==> src/bhp_pkg.sv <==
package bhp_pkg;

	localparam int WINDOW_BYTES = 512;
	localparam int CHIP_NAMES = 3;
	localparam int OFF_W = 17;

	localparam logic [OFF_W-1:0] OFF_WINDOW = OFF_W'(WINDOW_BYTES);
	localparam logic [OFF_W-1:0] OFF_HDR_LIMIT = OFF_W'(WINDOW_BYTES - 1);
	localparam logic [OFF_W-1:0] OFF_WALK_LIMIT = OFF_W'(WINDOW_BYTES - 3);
	localparam logic [OFF_W-1:0] OFF_ETAG_LAST = OFF_W'(WINDOW_BYTES - 7);

	localparam logic [7:0] BYTE_RAW = 8'hFF;
	localparam logic [7:0] TAG_E = 8'h65;
	localparam logic [7:0] TAG_B = 8'h62;
	localparam logic [15:0] VERSION_OK = 16'h0001;
	localparam logic [31:0] LEN_UNKNOWN = 32'hFFFF_FFFF;

	localparam logic [2:0] POS_END = 3'd6;
	localparam logic [2:0] POS_IDLE = 3'd7;
	localparam logic [1:0] CHIP_NONE = 2'd3;
	localparam logic [CHIP_NAMES-1:0] FLAGS_ALL = {CHIP_NAMES{1'b1}};

	localparam logic [7:0] DEV_NAMES [0:2][0:5] = '{
		'{8'h37, 8'h61, 8'h33, 8'h35, 8'h74, 8'h00},
		'{8'h37, 8'h61, 8'h31, 8'h30, 8'h30, 8'h74},
		'{8'h37, 8'h61, 8'h32, 8'h30, 8'h30, 8'h74}
	};
	localparam logic [2:0] DEV_LAST [0:2] = '{3'd4, 3'd5, 3'd5};

	typedef enum logic [1:0] {
		STAT_LENGTH  = 2'd0,
		STAT_RAW     = 2'd1,
		STAT_BAD_VER = 2'd2,
		STAT_NO_LEN  = 2'd3
	} status_t;

	typedef enum logic [10:0] {
		PH_HDR0 = 11'b000_0000_0001,
		PH_HDR1 = 11'b000_0000_0010,
		PH_SKIP = 11'b000_0000_0100,
		PH_VER0 = 11'b000_0000_1000,
		PH_VER1 = 11'b000_0001_0000,
		PH_TAG  = 11'b000_0010_0000,
		PH_ELEN = 11'b000_0100_0000,
		PH_LEN0 = 11'b000_1000_0000,
		PH_LEN1 = 11'b001_0000_0000,
		PH_OVER = 11'b010_0000_0000,
		PH_DONE = 11'b100_0000_0000
	} phase_t;

	typedef struct packed {
		logic [7:0] data_byte;
		logic       first;
		logic       final_byte;
	} in_item_t;

	typedef struct packed {
		status_t     status;
		logic [31:0] total_length;
		logic [1:0]  chip_type;
	} out_item_t;

	typedef struct packed {
		logic                  valid;
		out_item_t             item;
	} step_res_t;

	typedef struct packed {
		logic [2:0]            pos;
		logic [CHIP_NAMES-1:0] flags;
		logic [1:0]            found;
	} match_t;

endpackage

==> src/bhp_name_match.sv <==
module bhp_name_match (
	input  logic [7:0]      data_byte,
	input  bhp_pkg::match_t cur,
	output bhp_pkg::match_t nxt
);
	import bhp_pkg::*;

	always_comb begin
		nxt = cur;
		if (cur.pos < POS_END) begin
			for (int q = 0; q < CHIP_NAMES; q++) begin
				if (cur.flags[q]) begin
					if (data_byte != DEV_NAMES[q][cur.pos]) begin
						nxt.flags[q] = 1'b0;
					end else if (cur.pos == DEV_LAST[q]) begin
						nxt.found = 2'(q);
						nxt.flags[q] = 1'b0;
					end
				end
			end
			nxt.pos = cur.pos + 3'd1;
			if (nxt.pos >= POS_END || nxt.flags == '0) begin
				nxt.pos = POS_IDLE;
			end
		end
	end

endmodule

==> src/bhp_parse_core.sv <==
module bhp_parse_core (
	input  logic               clk,
	input  logic               arst_n,
	input  logic               step_en,
	input  bhp_pkg::in_item_t  item,
	input  logic [31:0]        file_size,
	output bhp_pkg::step_res_t res
);
	import bhp_pkg::*;

	logic [OFF_W-1:0] off_q, nfo_q, ts_q;
	phase_t           ph_q;
	logic [7:0]       tag_q;
	logic [31:0]      acc_q;
	match_t           match_q;

	logic [OFF_W-1:0] w_off, w_nfo, w_ts, n_off, n_nfo, n_ts, p, nxt_off;
	phase_t           w_ph, n_ph;
	logic [7:0]       w_tag, n_tag, b;
	logic [31:0]      w_acc, n_acc, acc_sh;
	match_t           w_match, m_match, n_match;
	logic             in_win, hit, emit;
	status_t          stat;
	logic [31:0]      len;

	assign b = item.data_byte;

	bhp_name_match u_match (
		.data_byte(b),
		.cur      (w_match),
		.nxt      (m_match)
	);

	always_comb begin
		if (item.first) begin
			w_off = '0;
			w_nfo = '0;
			w_ts = '0;
			w_ph = PH_HDR0;
			w_tag = '0;
			w_acc = '0;
			w_match = '{pos: POS_IDLE, flags: '0, found: CHIP_NONE};
		end else begin
			w_off = off_q;
			w_nfo = nfo_q;
			w_ts = ts_q;
			w_ph = ph_q;
			w_tag = tag_q;
			w_acc = acc_q;
			w_match = match_q;
		end

		n_off = w_off;
		n_nfo = w_nfo;
		n_ts = w_ts;
		n_ph = w_ph;
		n_tag = w_tag;
		n_acc = w_acc;
		n_match = w_match;
		emit = 1'b0;
		stat = STAT_LENGTH;
		len = '0;
		nxt_off = '0;
		acc_sh = {w_acc[23:0], b};
		p = w_off;
		in_win = p < OFF_WINDOW;
		hit = (w_ph == PH_SKIP || w_ph == PH_TAG) && p == w_nfo;

		if (w_ph != PH_DONE) begin
			if (in_win) begin
				n_match = m_match;
				unique case (w_ph)
					PH_HDR0: begin
						n_acc = {24'b0, b};
						n_ph = PH_HDR1;
					end
					PH_HDR1: begin
						if (w_acc == {24'b0, BYTE_RAW} && b == BYTE_RAW) begin
							emit = 1'b1;
							stat = STAT_RAW;
							len = (file_size == '0) ? LEN_UNKNOWN : file_size;
						end else begin
							nxt_off = OFF_W'({w_acc[7:0], b}) + OFF_W'(2);
							n_nfo = nxt_off;
							if (nxt_off >= OFF_HDR_LIMIT) begin
								emit = 1'b1;
								stat = STAT_BAD_VER;
							end else begin
								n_ph = PH_SKIP;
							end
						end
					end
					PH_SKIP: begin
						if (hit) begin
							n_acc = {24'b0, b};
							n_ph = PH_VER1;
						end
					end
					PH_VER0: begin
						n_acc = {24'b0, b};
						n_ph = PH_VER1;
					end
					PH_VER1: begin
						if (acc_sh != {16'b0, VERSION_OK}) begin
							emit = 1'b1;
							stat = STAT_BAD_VER;
						end else begin
							nxt_off = p + OFF_W'(1);
							n_nfo = nxt_off;
							n_ph = (nxt_off >= OFF_WALK_LIMIT) ? PH_OVER : PH_TAG;
						end
					end
					PH_TAG: begin
						if (hit) begin
							n_tag = b;
							n_ts = p;
							n_acc = '0;
							if (b == TAG_E) begin
								n_ph = (p <= OFF_ETAG_LAST) ? PH_ELEN : PH_OVER;
							end else begin
								n_ph = PH_LEN0;
							end
						end
					end
					PH_ELEN: begin
						n_acc = acc_sh;
						if (p == w_ts + OFF_W'(4)) begin
							emit = 1'b1;
							stat = STAT_LENGTH;
							len = acc_sh + 32'(w_ts) + 32'd5;
						end
					end
					PH_LEN0: begin
						n_acc = {24'b0, b};
						n_ph = PH_LEN1;
					end
					PH_LEN1: begin
						if (w_tag == TAG_B) begin
							n_match.pos = '0;
							n_match.flags = FLAGS_ALL;
						end
						nxt_off = w_ts + OFF_W'({w_acc[7:0], b}) + OFF_W'(3);
						n_nfo = nxt_off;
						n_ph = (nxt_off >= OFF_WALK_LIMIT) ? PH_OVER : PH_TAG;
					end
					default: begin
					end
				endcase
				if (!emit) begin
					n_off = p + OFF_W'(1);
				end
			end

			if (!emit) begin
				if (n_ph == PH_OVER && n_match.pos == POS_IDLE) begin
					emit = 1'b1;
					stat = STAT_NO_LEN;
				end else if (item.final_byte || p + OFF_W'(1) >= OFF_WINDOW) begin
					emit = 1'b1;
					if (n_ph == PH_HDR0 || n_ph == PH_HDR1 || n_ph == PH_SKIP ||
					    n_ph == PH_VER0 || n_ph == PH_VER1) begin
						stat = STAT_BAD_VER;
					end else begin
						stat = STAT_NO_LEN;
					end
					n_match.pos = POS_IDLE;
					n_match.flags = '0;
				end
			end
			if (emit) begin
				n_ph = PH_DONE;
			end
		end

		res.valid = emit;
		res.item.status = stat;
		res.item.total_length = len;
		res.item.chip_type = n_match.found;
	end

	always_ff @(posedge clk or negedge arst_n) begin
		if (!arst_n) begin
			off_q <= '0;
			nfo_q <= '0;
			ts_q <= '0;
			ph_q <= PH_HDR0;
			tag_q <= '0;
			acc_q <= '0;
			match_q <= '{pos: POS_IDLE, flags: '0, found: CHIP_NONE};
		end else if (step_en) begin
			off_q <= n_off;
			nfo_q <= n_nfo;
			ts_q <= n_ts;
			ph_q <= n_ph;
			tag_q <= n_tag;
			acc_q <= n_acc;
			match_q <= n_match;
		end
	end

	a_emit_done: assert property (@(posedge clk) disable iff (!arst_n)
		step_en && res.valid |=> ph_q == PH_DONE)
		else $error("parse did not close after a result");

	a_single_result: assert property (@(posedge clk) disable iff (!arst_n)
		ph_q == PH_DONE && !item.first |-> !res.valid)
		else $error("second result for one file");

	a_offset_range: assert property (@(posedge clk) disable iff (!arst_n)
		off_q <= OFF_WINDOW)
		else $error("byte offset ran past the window");

	a_match_pos: assert property (@(posedge clk) disable iff (!arst_n)
		match_q.pos != POS_END)
		else $error("name match position left at end marker");

endmodule

==> src/bitstream_header_parser.sv <==
// Parses the header of an FPGA configuration file fed one byte per item and
// returns one result per file: the status, the total length and the matched
// device. Mark the first byte of each file with first; mark the last byte
// available with final_byte to force a result. Only the first 512 bytes are
// examined, and bytes after the result are dropped until the next first.
// The block takes one byte every cycle while in_stall is low; the parse step
// for a byte is combinational between the input register and the result
// register, so a result is registered as its byte leaves the input register
// and is held in the result register until it is taken. in_stall rises only
// while a byte waits in the input register and the result register holds a
// result that is stalled. Write file_size only while no byte is in flight.
module bitstream_header_parser (
	input  logic               clk,
	input  logic               arst_n,
	input  logic               cfg_wr_en,
	input  logic [31:0]        cfg_wr_data,
	input  logic               in_valid,
	output logic               in_stall,
	input  bhp_pkg::in_item_t  in_data,
	output logic               out_valid,
	input  logic               out_stall,
	output bhp_pkg::out_item_t out_data
);
	import bhp_pkg::*;

	logic        file_size_q;
	logic [31:0] file_size_val_q;
	logic        valid_s1;
	in_item_t    item_s1;
	logic        res_valid_s2;
	out_item_t   res_item_s2;
	logic        advance;
	step_res_t   res;

	assign advance = valid_s1 && (!res_valid_s2 || !out_stall);
	assign in_stall = valid_s1 && !advance;
	assign out_valid = res_valid_s2;
	assign out_data = res_item_s2;

	always_ff @(posedge clk or negedge arst_n) begin
		if (!arst_n) begin
			file_size_q <= 1'b0;
			file_size_val_q <= '0;
		end else if (cfg_wr_en) begin
			file_size_q <= 1'b1;
			file_size_val_q <= cfg_wr_data;
		end
	end

	always_ff @(posedge clk or negedge arst_n) begin
		if (!arst_n) begin
			valid_s1 <= 1'b0;
		end else if (in_valid && !in_stall) begin
			valid_s1 <= 1'b1;
		end else if (advance) begin
			valid_s1 <= 1'b0;
		end
	end

	always_ff @(posedge clk) begin
		if (in_valid && !in_stall) begin
			item_s1 <= in_data;
		end
	end

	bhp_parse_core u_core (
		.clk      (clk),
		.arst_n   (arst_n),
		.step_en  (advance),
		.item     (item_s1),
		.file_size(file_size_q ? file_size_val_q : 32'd0),
		.res      (res)
	);

	always_ff @(posedge clk or negedge arst_n) begin
		if (!arst_n) begin
			res_valid_s2 <= 1'b0;
		end else if (advance && res.valid) begin
			res_valid_s2 <= 1'b1;
		end else if (!out_stall) begin
			res_valid_s2 <= 1'b0;
		end
	end

	always_ff @(posedge clk) begin
		if (advance && res.valid) begin
			res_item_s2 <= res.item;
		end
	end

endmodule
==> config.mk <==
export PLATFORM = sky130hd
export DESIGN_NAME = bitstream_header_parser
export DESIGN_NICKNAME = d
export VERILOG_FILES = /design/src/bhp_pkg.sv /design/src/bhp_name_match.sv /design/src/bhp_parse_core.sv /design/src/bitstream_header_parser.sv
export SDC_FILE = /design/constraint.sdc
export NUM_CORES = 1
export LEC_CHECK = 0
export ABC_AREA = 1
export ABC_CLOCK_PERIOD_IN_PS = 11800
export BUFFER_PORTS_ARGS = -buffer_cell sky130_fd_sc_hd__buf_2
export CAP_MARGIN = 20
export CORE_ASPECT_RATIO = 1.4
export CORE_UTILIZATION = 55
export DETAILED_ROUTE_END_ITERATION = 10
export PLACE_DENSITY = 0.83
export SLEW_MARGIN = 20
export SYNTH_ARGS = -nofsm -noshare
export SYNTH_HDL_FRONTEND = slang
export SYNTH_SLANG_ARGS = --single-unit
==> constraint.sdc <==
create_clock -name clk -period 11.8 [get_ports clk]
set_input_delay 1.18 -clock clk [delete_from_list [all_inputs] [get_ports clk]]
set_output_delay 1.18 -clock clk [all_outputs]
set_load 0.02 [all_outputs]
==> qor.yml <==
outcome:
  status: "complete, no violations"
floorplanning:
  fp-row-count: 70
  ios: 85
  die_area_sq_um: 27100
  dieHeight_um: 194
  die_w_um: 139
  core_area_sq_um: 26000
  start_util_pct: 55.8
global_route:
  grt_overflow: 0
  grt_usage_pct: 36.3
  grt_pass1_vias: 14500
  antenna_found_initial: 0
  grt_max_degree: 89
  grt_pass1_wl_mm: 76.5
logic_synthesis:
  ys.flop_type: "dfrtp_1"
  synth-edff-count: 46
  seq_area_frac_synth_pct: 34.6
  async_reset_ff_share_pct: 75.9
  synth_top_area_cell: "dfrtp_1"
  synth_top_cell_area_share_pct: 24.0
  syn_avg_cell_area_sq_um: 6.81
  synthTopCellsByArea: "dfrtp_1 (24%), nand2_1 (15%), edfxtp_1 (9.5%)"
  netlist_instances: 2131
  syn_nets: 2222
  yosysUniqueCellTypes: 67
  ys_ff_latch: 191
  yosys_warnings: 0
  netlist_area_sq_um: 14500
place:
  io_buffers: 84
  hpwl_mm: 36.1
  routabilityCongestion: 1.09
power:
  ir_drop_uv: 107
  power_density_nw_per_um2: 142
  p_leak_nw: 7.56
worst_hold_path:
  hp-class: "reg -> reg"
  min-delay-start: "file_size_val_q[17]$_DFFE_PN0P_"
layout:
  diodes: 0
  layout.nets: 2264
  drive_above_1_share_pct: 9.56
  final_cell_mix: "nand2_1 (577), inv_1 (255), nor2_1 (213)"
  layout_commonest_cell: "nand2_1"
  area_delta_synth_final_pct: 7.74
  final_util_pct: 60.1
worst_setup_path:
  critPathRequiredTime_ns: 11.90
  critPathArrivalTime_ns: 5.74
  cp-startpoint: "item_s1[1]$_DFFE_PP_"
  critical_path.max_stage_delay_ns: 0.60
  regToRegSetupSlack_ns: 6.16
  worstReg2RegStart: "item_s1[1]$_DFFE_PP_"
  crit_fanout: 69
  worstSetupEndpointType: "flop"
  cp_slowest_cell: "buf_4"
  cpMostUsedCell: "nand2_1"
  start_kind: "flop"
  crit_type: "reg -> reg"
timing:
  tns_ns: 0
  min_period_ns: 5.64
  worst_pin_slew_ns: 0.946
  slew_headroom_pct: 37.0
  hold_viol: 0
  drv_slew: 0
  skew_ns: 0.0158
  rsz0062_at_grt: "no"
  finalCritPeriodShare_pct: 47.8
  fmax_mhz: 177
  setup_viol: 0
detailed_routing:
  final_antenna_net_count: 0
  vias_per_cell: 5.96
  wire_per_inst_um: 19.0
  drcViolationCount: 0
  wirelength_mm: 47.8
  vias: 15000
  drt_pre_antenna_iters: 6
  drt_iter0_drc: 1601
clocking:
  cts_buffers: 17
  clock_sinks: 191
  root_buffer: "clkbuf_16"
  ctsResizeCount: 0
  cts_tree: "built"
  hold_buffers: 0
  htree_num_levels: 4
  cts_setup_buffers: 0
  clockBufferDepth: 2
  clk_latency_ns: 0.46
  clk_transition_reported_paths_ns: 0.08
flow_run:
  drv_cap: 0
## layout make-up
| type | count | area (sq um) |
|---|---|---|
| Multi-Input combinational cell | 1592 | 8100 |
| Clock buffer | 19 | 443 |
| Sequential cell | 191 | 5020 |
| Inverter | 274 | 1030 |
| Fill cell | 2467 | 10400 |
| Clock inverter | 13 | 119 |
| Timing Repair Buffer | 97 | 524 |
| Tap cell | 324 | 405 |
## registers in the layout, summed over array words and instances (netlist names)
name             count
u_core.tag_q         8
file_size_q          1
out_valid            1
valid_s1             1
u_core.nfo_q        17
u_core.off_q        17
file_size_val_q     32
item_s1             10
u_core.ts_q         17
u_core.ph_q         11
out_data            36
u_core.acc_q        32
u_core.match_q       8
## synth_stat cells, drive strengths merged, types with 3 or more instances
library cell / n
nand2: 603
inv: 268
nor2: 231
o21ai: 156
a21oi: 144
dfrtp: 139
nand3: 135
xor2: 53
edfxtp: 46
clkbuf: 45
ha: 42
nand4: 41
nor3: 37
o22ai: 37
buf: 29
nor4: 17
o211ai: 12
or2: 10
a22oi: 9
nand3b: 9
o221ai: 9
xnor2: 9
a221oi: 7
clkinv: 6
dfstp: 6
a211oi: 4
a31oi: 4
a21o: 3
## layer usage
layer  GRT usage [%]  wire length, um  vias to the layer above
met5               0                0                        -
met4            23.1             3120                        0
met3            6.00             3700                      202
met2            61.7            23000                      798
met1            42.6            18000                     6871
li1                -                -                     7099
## worst paths after layout
path | end | cells past startpoint
min in group asynchronous | u_core.off_q[8]$_DFFE_PN0P_ | 1
worst min-delay path | file_size_val_q[17]$_DFFE_PN0P_ | 2
worst max register to register | out_data[16]$_SDFFCE_PN0P_ | 26
worst max-delay path | out_data[16]$_SDFFCE_PN0P_ | 26
worst min register to register | file_size_val_q[17]$_DFFE_PN0P_ | 2
max in group asynchronous | file_size_val_q[13]$_DFFE_PN0P_ | 2
## report_power, final
| part | internal [mW] | switching [mW] |
|---|---|---|
| logic | 0.217 | 0.585 |
| registers | 0.784 | 0.0597 |
| clock network | 0.285 | 0.294 |
| total | 1.29 | 0.939 |
## kinds of logic (layout without fill, tap and decap cells)
family	count (synthesis)	in the layout	share of synthesized area, %
AOI/OAI and AO/OA	397	397	15.3
xor gates and xnor gates	62	62	3.79
buffers and inverters	348	403	9.74
and+or+nand+nor	1089	1089	32.7
adders and majority gates	44	44	3.90
DFF	191	191	34.6
## critical path: cells and delay by family, from the launching register on
kind | cells | cell delay [ns]
AO/OA/AOI/OAI | 3 | 0.66
adder cells (fa/ha/maj) | 2 | 0.67
buffers and inverters | 7 | 1.90
flip-flops | 1 | 0.33
AND/OR/NAND/NOR | 14 | 1.63
## stage by stage
stage	area, sq um	power, mW	hold WS, ns	cells	setup WS, ns
final	15600	2.22	0.473	2510	6.16
after global routing	15600	2.34	0.489	2510	5.77
after CTS	15600	2.21	0.475	2510	6.30
after detailed placement	15100	1.63	0.459	2478	6.38
after global placement	15100	1.62	0.454	2478	6.50
after floorplan	14500	1.39	0.442	2131	7.19
No activity file was read; power rests on OpenSTA's default activity.
